--- src/rtl/core/sscs_pkg.sv ---
`timescale 1ns / 1ps
// ----------------------------------------------------------------------------
// sscs_pkg - shared types and constants of the sorted sparse cell store
// Sizes, operation and status codes, entry layout, FSM states and the
// command/status bundles between controller and datapath.
// ----------------------------------------------------------------------------
package sscs_pkg;

  localparam int INDEX_BITS  = 18;
  localparam int MAX_ENTRIES = 256;
  localparam int CELL_W      = 18;
  localparam int MAT_W       = 8;
  localparam int FUNC_W      = 2;
  localparam int STAT_W      = 2;
  localparam int TOTAL_W     = 9;
  localparam int ADDR_W      = $clog2(MAX_ENTRIES);
  localparam int CNT_W       = $clog2(MAX_ENTRIES + 1);

  typedef enum logic [FUNC_W-1:0] {
    FN_GET    = 2'd0,
    FN_SET    = 2'd1,
    FN_REMOVE = 2'd2
  } func_t;

  typedef enum logic [STAT_W-1:0] {
    RS_OK     = 2'd0,
    RS_ABSENT = 2'd1,
    RS_FULL   = 2'd2
  } status_t;

  typedef struct packed {
    logic [INDEX_BITS-1:0] cidx;
    logic [MAT_W-1:0]      mat;
  } entry_t;

  typedef enum logic [2:0] {
    S_IDLE,
    S_SRCH,
    S_CMP,
    S_PROBE,
    S_SH_RD,
    S_SH_WR,
    S_FIN
  } state_t;

  typedef struct packed {
    logic    idle;
    logic    load_req;
    logic    rd_mid;
    logic    step;
    logic    rd_lo;
    logic    rd_shift;
    logic    wr_shift;
    logic    wr_pos;
    logic    init_ins;
    logic    init_rem;
    logic    cnt_inc;
    logic    cnt_dec;
    logic    set_res;
    status_t res_status;
    logic    res_hit_mat;
    logic    out_load;
  } ctrl_cmd_t;

  typedef struct packed {
    logic              search_open;
    logic              hit;
    logic              full;
    logic              shift_more;
    logic              out_free;
    logic [FUNC_W-1:0] func;
  } dp_sts_t;

endpackage

--- src/rtl/core/sscs_ctrl.sv ---
`timescale 1ns / 1ps
// ----------------------------------------------------------------------------
// sscs_ctrl - sequencer of the sorted sparse cell store
// Runs search, probe, shift and result handoff for one request at a time.
// ----------------------------------------------------------------------------
module sscs_ctrl (
  input  logic                clk,
  input  logic                rst_n,
  input  logic                in_valid,
  input  sscs_pkg::dp_sts_t   sts,
  output sscs_pkg::ctrl_cmd_t cmd
);

  sscs_pkg::state_t state_r, state_nxt;

  always_ff @(posedge clk) begin
    if (!rst_n) begin
      state_r <= sscs_pkg::S_IDLE;
    end else begin
      state_r <= state_nxt;
    end
  end

  always_comb begin
    state_nxt = state_r;
    cmd       = '0;
    case (state_r)
      sscs_pkg::S_IDLE: begin
        cmd.idle = 1'b1;
        if (in_valid) begin
          cmd.load_req = 1'b1;
          state_nxt    = sscs_pkg::S_SRCH;
        end
      end
      sscs_pkg::S_SRCH: begin
        if (sts.search_open) begin
          cmd.rd_mid = 1'b1;
          state_nxt  = sscs_pkg::S_CMP;
        end else begin
          cmd.rd_lo = 1'b1;
          state_nxt = sscs_pkg::S_PROBE;
        end
      end
      sscs_pkg::S_CMP: begin
        cmd.step  = 1'b1;
        state_nxt = sscs_pkg::S_SRCH;
      end
      sscs_pkg::S_PROBE: begin
        cmd.set_res    = 1'b1;
        cmd.res_status = sscs_pkg::RS_OK;
        state_nxt      = sscs_pkg::S_FIN;
        case (sts.func)
          sscs_pkg::FN_GET: begin
            if (sts.hit) begin
              cmd.res_hit_mat = 1'b1;
            end else begin
              cmd.res_status = sscs_pkg::RS_ABSENT;
            end
          end
          sscs_pkg::FN_SET: begin
            if (sts.hit) begin
              cmd.wr_pos = 1'b1;
            end else if (sts.full) begin
              cmd.res_status = sscs_pkg::RS_FULL;
            end else begin
              cmd.init_ins = 1'b1;
              state_nxt    = sscs_pkg::S_SH_RD;
            end
          end
          sscs_pkg::FN_REMOVE: begin
            if (sts.hit) begin
              cmd.init_rem = 1'b1;
              state_nxt    = sscs_pkg::S_SH_RD;
            end else begin
              cmd.res_status = sscs_pkg::RS_ABSENT;
            end
          end
          default: begin
          end
        endcase
      end
      sscs_pkg::S_SH_RD: begin
        if (sts.shift_more) begin
          cmd.rd_shift = 1'b1;
          state_nxt    = sscs_pkg::S_SH_WR;
        end else begin
          // gap is open (insert) or closed (remove)
          if (sts.func == sscs_pkg::FN_SET) begin
            cmd.wr_pos  = 1'b1;
            cmd.cnt_inc = 1'b1;
          end else begin
            cmd.cnt_dec = 1'b1;
          end
          state_nxt = sscs_pkg::S_FIN;
        end
      end
      sscs_pkg::S_SH_WR: begin
        cmd.wr_shift = 1'b1;
        state_nxt    = sscs_pkg::S_SH_RD;
      end
      sscs_pkg::S_FIN: begin
        if (sts.out_free) begin
          cmd.out_load = 1'b1;
          state_nxt    = sscs_pkg::S_IDLE;
        end
      end
      default: begin
        state_nxt = sscs_pkg::S_IDLE;
      end
    endcase
  end

endmodule

--- config.mk ---
export PLATFORM = sky130hd
export DESIGN_NAME = sscs_ctrl
export DESIGN_NICKNAME = d
export VERILOG_FILES = /design/src/rtl/core/sscs_pkg.sv /design/src/rtl/core/sscs_ctrl.sv
export SDC_FILE = /design/constraint.sdc
export NUM_CORES = 1
export LEC_CHECK = 0
export ABC_AREA = 1
export BUFFER_PORTS_ARGS = -buffer_cell sky130_fd_sc_hd__buf_2
export CAP_MARGIN = 40
export CORE_AREA = 2 2 39 41
export DETAILED_ROUTE_END_ITERATION = 12
export DIE_AREA = 0 0 41 43
export HOLD_SLACK_MARGIN = 0.1
export PLACE_DENSITY_LB_ADDON = 0.15
export SKIP_LAST_GASP = 1
export SLEW_MARGIN = 5
export SYNTH_ARGS = -nofsm -noshare
export SYNTH_HDL_FRONTEND = slang
export SYNTH_SLANG_ARGS = --single-unit
--- constraint.sdc ---
create_clock -name clk -period 1.75 [get_ports clk]
set_input_delay 0.35 -clock clk [delete_from_list [all_inputs] [get_ports clk]]
set_output_delay 0.35 -clock clk [all_outputs]
set_load 0.02 [all_outputs]
==> impl_results.md, run 1 <==
- Routed wire length: 1.03 mm
- FMAX: 605 MHz
- Layout fillers: 154
- Final worst-path cycle share: 94.4%
- Routed Antenna Nets: 0
- DRC Markers: 0
- CTS hold repair buffers: 0
- Synth Warn #: 0
- CTS Sinks: 3
- CP Cell Sequence: buf_4 > nor2_1 > nand3_1 > a21oi_1 > buf_2
- First-pass GRT wire length: 1.54 mm
- Syn Inst Count: 68
- Synth unique cells: 15
- PD cells: 605 nW/µm²
- Starting DRC count in detailed routing: 7
- H-tree depth: 1
- Die height: 43 µm
- Worst Path Class, Setup: flip-flop to output port
- Max Cap Viol: 0
- Flops & latches, synth: 3
- Status: complete, no violations
- CP Depth: 5
- GR Overflow Total: 0
- Final Cell Area: 602 µm²
- Synth Cell Area: 407 µm²
- RD Place Congestion: 0.673
- Clk_skew: 0.00156 ns
- Cell Count, Final, Fillers Out: 116
- Worst Path Arrival: 1.30 ns
- Reg2Reg Setup Slack: 0.66 ns
- Drt wl/cell: 8.87 µm
- Worst-Skew Late Latency: 0.23 ns
- Vias in the first global route: 402
- Initial Utilization: 29.4%
- RSZ-0062 raised after global routing: yes
- Final count of pins violating max slew: 0
- Critical Path Start Type: flip-flop
- Biggest register: state_r
- Placement Cell Area: 553 µm²
- Worst-case hold slack: 0.350 ns
- Detailed Routing Iterations Pass 1: 4
- Die Span X: 41 µm
- Buffers on Ports: 26
- Fin crit period: 1.65 ns
- Number of CTS-inserted buffers: 3
- Dpl cells: 110
- Via density per instance: 4.58
- Slew HR: 82.0%
- Number of flip-flops in the largest register: 3
- Mean cell area of the mapped netlist: 5.98 µm²
- Static Leakage: 0.000357 µW
- Final hold violation count: 0
- Clk slew on worst S/H paths: 0.03 ns
- Sequential area share after synthesis: 14.8%
- Crit-path leading delay family: buffers and inverters
- CP Capture Point: cmd[9]
- Core footprint: 1380 µm²
- Area grow syn2layout: 48.0%
- Clk buf depth: 2
- Routed vias: 531
- CTS tree: built
- Biggest regs: state_r (3)
- Rows: 14
- Max VDD drop: 0.343 mV
- Final Power: 364 µW
- GRT Overall Usage: 12.3%
- Diode count: 0
- Post-layout util: 43.5%
- Critical Path Source: state_r[1]$_SDFFE_PN0P_
- Leading cell type in the layout, fill and taps excluded: buf_2
- RR Endpoint: state_r[1]$_SDFFE_PN0P_
- Die area: 1760 µm²
- Initial antenna violation count: 0
- Crit path max-delay cell type: dfxtp_1
- DP HPWL: 840 µm
- Reg-to-Reg Start: state_r[1]$_SDFFE_PN0P_
- Most frequent cells in the layout: buf_2, inv_1, nor2_1
- Clock Tree Root: clkbuf_4
- Largest net degree at the start of global routing: 9
- Syn_nets: 83
- Critical Path RT: 1.40 ns
- Nets: 116
- Proportion of layout cells with a drive suffix above 1: 40.0%
- Final setup viols: 0
- Crit. End Element: output port
- Crit path largest cell delay: 0.31 ns
- CP Max Fanout: 6
- FF-to-FF path depth: 8
- Worst-Margin Slew: 0.269 ns
- Worst Hold Class: input pin to flip-flop
- Buf/Inv on CP: 2
- Ports: 27
[final cells by class]
class	instances	area [µm²]	share of cell area [%]
multi-input cells	48	275	45.7
repair buffers	29	155	25.8
well taps	16	20.0	3.33
clock buffers	4	26.3	4.37
flip-flops and latches	3	65.1	10.8
inverters	16	60.1	9.98
[where the power goes]
part	total [µW]	leakage (µW)	switching, µW	internal (µW)
combinational	155	0.000317	98.4	56.2
clock	121	0.0000150	35.9	85.4
sequential	88.5	0.0000257	10.1	78.4
[cells by family after synthesis]
kind of cell | count (synthesis) | synth area share [%]
DFF | 3 | 14.8
and+or+nand+nor | 37 | 44.3
adders and majority gates | 5 | 15.4
buffers and inverters | 17 | 17.5
AOI/OAI and AO/OA | 6 | 8.00
[metal layers]
metal / wire [µm] / part of all wire (%) / up-vias / GRT usage, %
li1: - / - / 277 / -
met1: 432 / 42 / 234 / 14.1
met2: 502 / 49 / 20 / 19.7
met3: 94 / 9.1 / 0 / 6.81
met4: 0 / 0 / 0 / 2.00
met5: 0 / 0 / - / 0
[worst reg2reg max path, delay by kind of cell, from the launching register on]
| family | cells | cell delay, ns |
|---|---|---|
| buffers and inverters | 3 | 0.23 |
| DFF | 1 | 0.31 |
| and+or+nand+nor | 5 | 0.50 |
[synthesized netlist by cell type (all sizes together)]
library cell	n	share of area, %
inv	16	15
nor3	7	14
nor2	13	12
nand4	2	3.1
a21oi	3	3.7
ha	5	15
nand3	5	6.2
dfxtp	3	15
nand2	10	9.2
buf	1	2.8
o21ai	2	2.5
a21boi	1	1.8
[worst min-delay path by stage]
stage | from | endpoint | slack, ns | cells after the start
floorplan | rst_n | state_r[1]$_SDFFE_PN0P_ | 0.45 | 2
global placement | rst_n | state_r[1]$_SDFFE_PN0P_ | 0.58 | 3
detailed placement | rst_n | state_r[1]$_SDFFE_PN0P_ | 0.59 | 3
CTS | rst_n | state_r[1]$_SDFFE_PN0P_ | 0.34 | 3
global route | rst_n | state_r[1]$_SDFFE_PN0P_ | 0.35 | 3
finish | rst_n | state_r[1]$_SDFFE_PN0P_ | 0.35 | 3
[through the flow]
stage	setup slack (ns)	TNS, ns
global route	-0.00634	-0.00634
CTS	0.00437	0
global placement	0.239	0
finish	0.0980	0
detailed placement	0.229	0
floorplan	0.0976	0
[timing repair]
| action | 4_1_cts | 5_1_grt |
|---|---|---|
| endpoints found under the hold margin | 0 | 0 |
| buffers inserted | 0 | 2 |
| setup endpoints to repair | 0 | 6 |
| gates resized for setup | 0 | 5 |
Note: power is estimated with default switching activity, not from simulation.
==> run 2, diff against run 1 <==
--- a/config.mk
+++ b/config.mk
@@ -8,9 +8,9 @@
 export ABC_AREA = 1
 export BUFFER_PORTS_ARGS = -buffer_cell sky130_fd_sc_hd__buf_2
 export CAP_MARGIN = 40
-export CORE_AREA = 2 2 39 41
+export CORE_AREA = 5 5 42 44
 export DETAILED_ROUTE_END_ITERATION = 12
-export DIE_AREA = 0 0 41 43
+export DIE_AREA = 0 0 47 49
 export HOLD_SLACK_MARGIN = 0.1
 export PLACE_DENSITY_LB_ADDON = 0.15
 export SKIP_LAST_GASP = 1
==> run 2 against run 1 <==
Against the previous run: register-to-register slack gained 0.02 ns; sequential power grew 0.9%; via count shrank 3.6%; total power hardly changed; combinational power is essentially flat; sequential share of layout area unchanged; clock power is essentially flat; flip-flop and latch count unchanged; clock-buffer cell count unchanged; largest power group unchanged.
==> impl_results.md, run 2 (synthesis gave the netlist of run 1 again) <==
- Status: complete, no violations
- Vias in the first global route: 445 (+11%)
- Final count of pins violating max slew: 0 (unchanged)
- Rows: 14 (unchanged)
- Biggest register: state_r
- Ports: 27 (unchanged)
- Clk slew on worst S/H paths: 0.04 ns (about the same)
- Worst Path Class, Setup: flip-flop to output port
- Leading cell type in the layout, fill and taps excluded: buf_2
- Number of flip-flops in the largest register: 3 (unchanged)
- Critical Path RT: 1.40 ns (about the same)
- Worst-case hold slack: 0.337 ns (-0.0127 ns)
- Slew HR: 82.2% (+0.24 points)
- RSZ-0062 raised after global routing: yes
- FMAX: 604 MHz (-0.27%)
- H-tree depth: 1 (unchanged)
- DP HPWL: 916 µm (+9.1%)
- Final hold violation count: 0 (unchanged)
- Max Cap Viol: 0 (unchanged)
- Initial Utilization: 29.0% (-0.37 points)
- Drt wl/cell: 9.34 µm (+5.3%)
- Die area: 2300 µm² (+31%)
- Proportion of layout cells with a drive suffix above 1: 40.4% (+0.40 points)
- RD Place Congestion: 0.712 (+5.7%)
- Setup ws final: 0.0936 ns (-0.00449 ns)
- Diode count: 0 (unchanged)
- Final Power: 365 µW (about the same)
- Routed Antenna Nets: 0 (unchanged)
- Final setup TNS: 0 ns (unchanged)
- Worst Path Arrival: 1.31 ns (about the same)
- Initial antenna violation count: 0 (unchanged)
- Crit. End Element: output port
- Routed vias: 512 (-3.6%)
- Starting DRC count in detailed routing: 3 (-4)
- Crit path largest cell delay: 0.36 ns (+0.05 ns)
- Crit path max-delay cell type: dfxtp_4
- Max VDD drop: 0.389 mV (+13%)
- Core footprint: 1400 µm² (+1.3%)
- Clock Tree Root: clkbuf_4
- Pre-CTS setup slack: 0.210 ns (-0.0186 ns)
- GR Overflow Total: 0 (unchanged)
- GRT Overall Usage: 10.0% (-2.3 points)
- Final setup viols: 0 (unchanged)
- Die Span X: 47 µm (+15%)
- Die height: 49 µm (+14%)
- Biggest regs: state_r (3)
- First-pass GRT wire length: 1.75 mm (+13%)
- Fin crit period: 1.66 ns (+0.00449 ns)
- Static Leakage: 0.000352 µW (-1.5%)
- CP Cell Sequence: inv_2 > nor3_4 > nand2_1 > nor3_2 > buf_4
- Clk_skew: 0.00202 ns (+0.000467 ns)
- Critical Path Start Type: flip-flop
- Buffers on Ports: 26 (unchanged)
- CTS hold repair buffers: 0 (unchanged)
- Worst-Margin Slew: 0.265 ns (-0.00352 ns)
- Detailed Routing Iterations Pass 1: 4 (unchanged)
- Nets: 115 (-0.86%)
- Largest net degree at the start of global routing: 9 (unchanged)
- Routed wire length: 1.07 mm (+4.4%)
- CTS tree: built
- Worst-Skew Late Latency: 0.23 ns (about the same)
- PD cells: 606 nW/µm² (about the same)
- Worst Hold Class: input pin to flip-flop
- CTS Sinks: 3 (unchanged)
- CP Max Fanout: 6 (unchanged)
- Clk buf depth: 2 (unchanged)
- Most frequent cells in the layout: buf_2, inv_1, nor2_1
- DRC Markers: 0 (unchanged)
- Number of CTS-inserted buffers: 3 (unchanged)
- Via density per instance: 4.45 (-2.7%)
- Final worst-path cycle share: 94.7% (+0.26 points)
- Area grow syn2layout: 48.0% (unchanged)
[run 2: cell types whose count changed in the layout (fill, tap and decap cells not counted)]
cell | before | now
buf_2 | 25 | 24
nand3_1 | 5 | 4
nand3_2 | 0 | 1
[run 2: where the power goes]
part / switching (µW) / total [µW] / leakage, µW / internal (µW)
sequential: 10.9 / 89.3 / 0.0000257 / 78.4
clock: 36.2 / 122 / 0.0000150 / 85.5
combinational: 98.1 / 154 / 0.000311 / 55.4
[run 2: cell type report]
type                    count  area, µm²
clock buffers               4       26.3
fillers                   159        800
inverters                  16       60.1
multi-input cells          48        280
flip-flops and latches      3       65.1
well taps                  16       20.0
repair buffers             28        150
[run 2: routing by layer]
metal	track usage [%]	up-vias	part of all wire (%)
met1	10.9	219	40
met4	2.76	0	0
li1	-	274	-
met5	0	-	0
met3	5.90	0	11
met2	16.1	19	48
[run 2: timing repair]
item | in CTS | in global routing
buffers inserted | 0 | 1
resized for setup | 0 | 7
endpoints found under the setup margin | 0 | 6
[run 2: path summary, 6_finish.rpt]
| path | cells after the start | slack (ns) | startpoint | to |
|---|---|---|---|---|
| worst max-delay path | 5 | 0.09 | state_r[0]$_SDFFE_PN0P_ | cmd[8] |
| worst min-delay path | 3 | 0.34 | rst_n | state_r[1]$_SDFFE_PN0P_ |
| worst max register to register | 8 | 0.68 | state_r[1]$_SDFFE_PN0P_ | state_r[1]$_SDFFE_PN0P_ |
| worst min register to register | 2 | 0.62 | state_r[2]$_SDFFE_PN0P_ | state_r[2]$_SDFFE_PN0P_ |
[run 2: critical path, delay by kind of cell (launching register included)]
family                 cells  cell delay [ns]
buffers and inverters      2             0.22
DFF                        1             0.36
and+or+nand+nor            3             0.48
[run 2: metrics by stage]
stage,util [%],instances,area (µm²)
floorplan,-,68,407
global placement,39.5,110,553
detailed placement,39.5,110,553
CTS,41.3,114,579
global route,42.9,115,602
finish,42.9,115,602
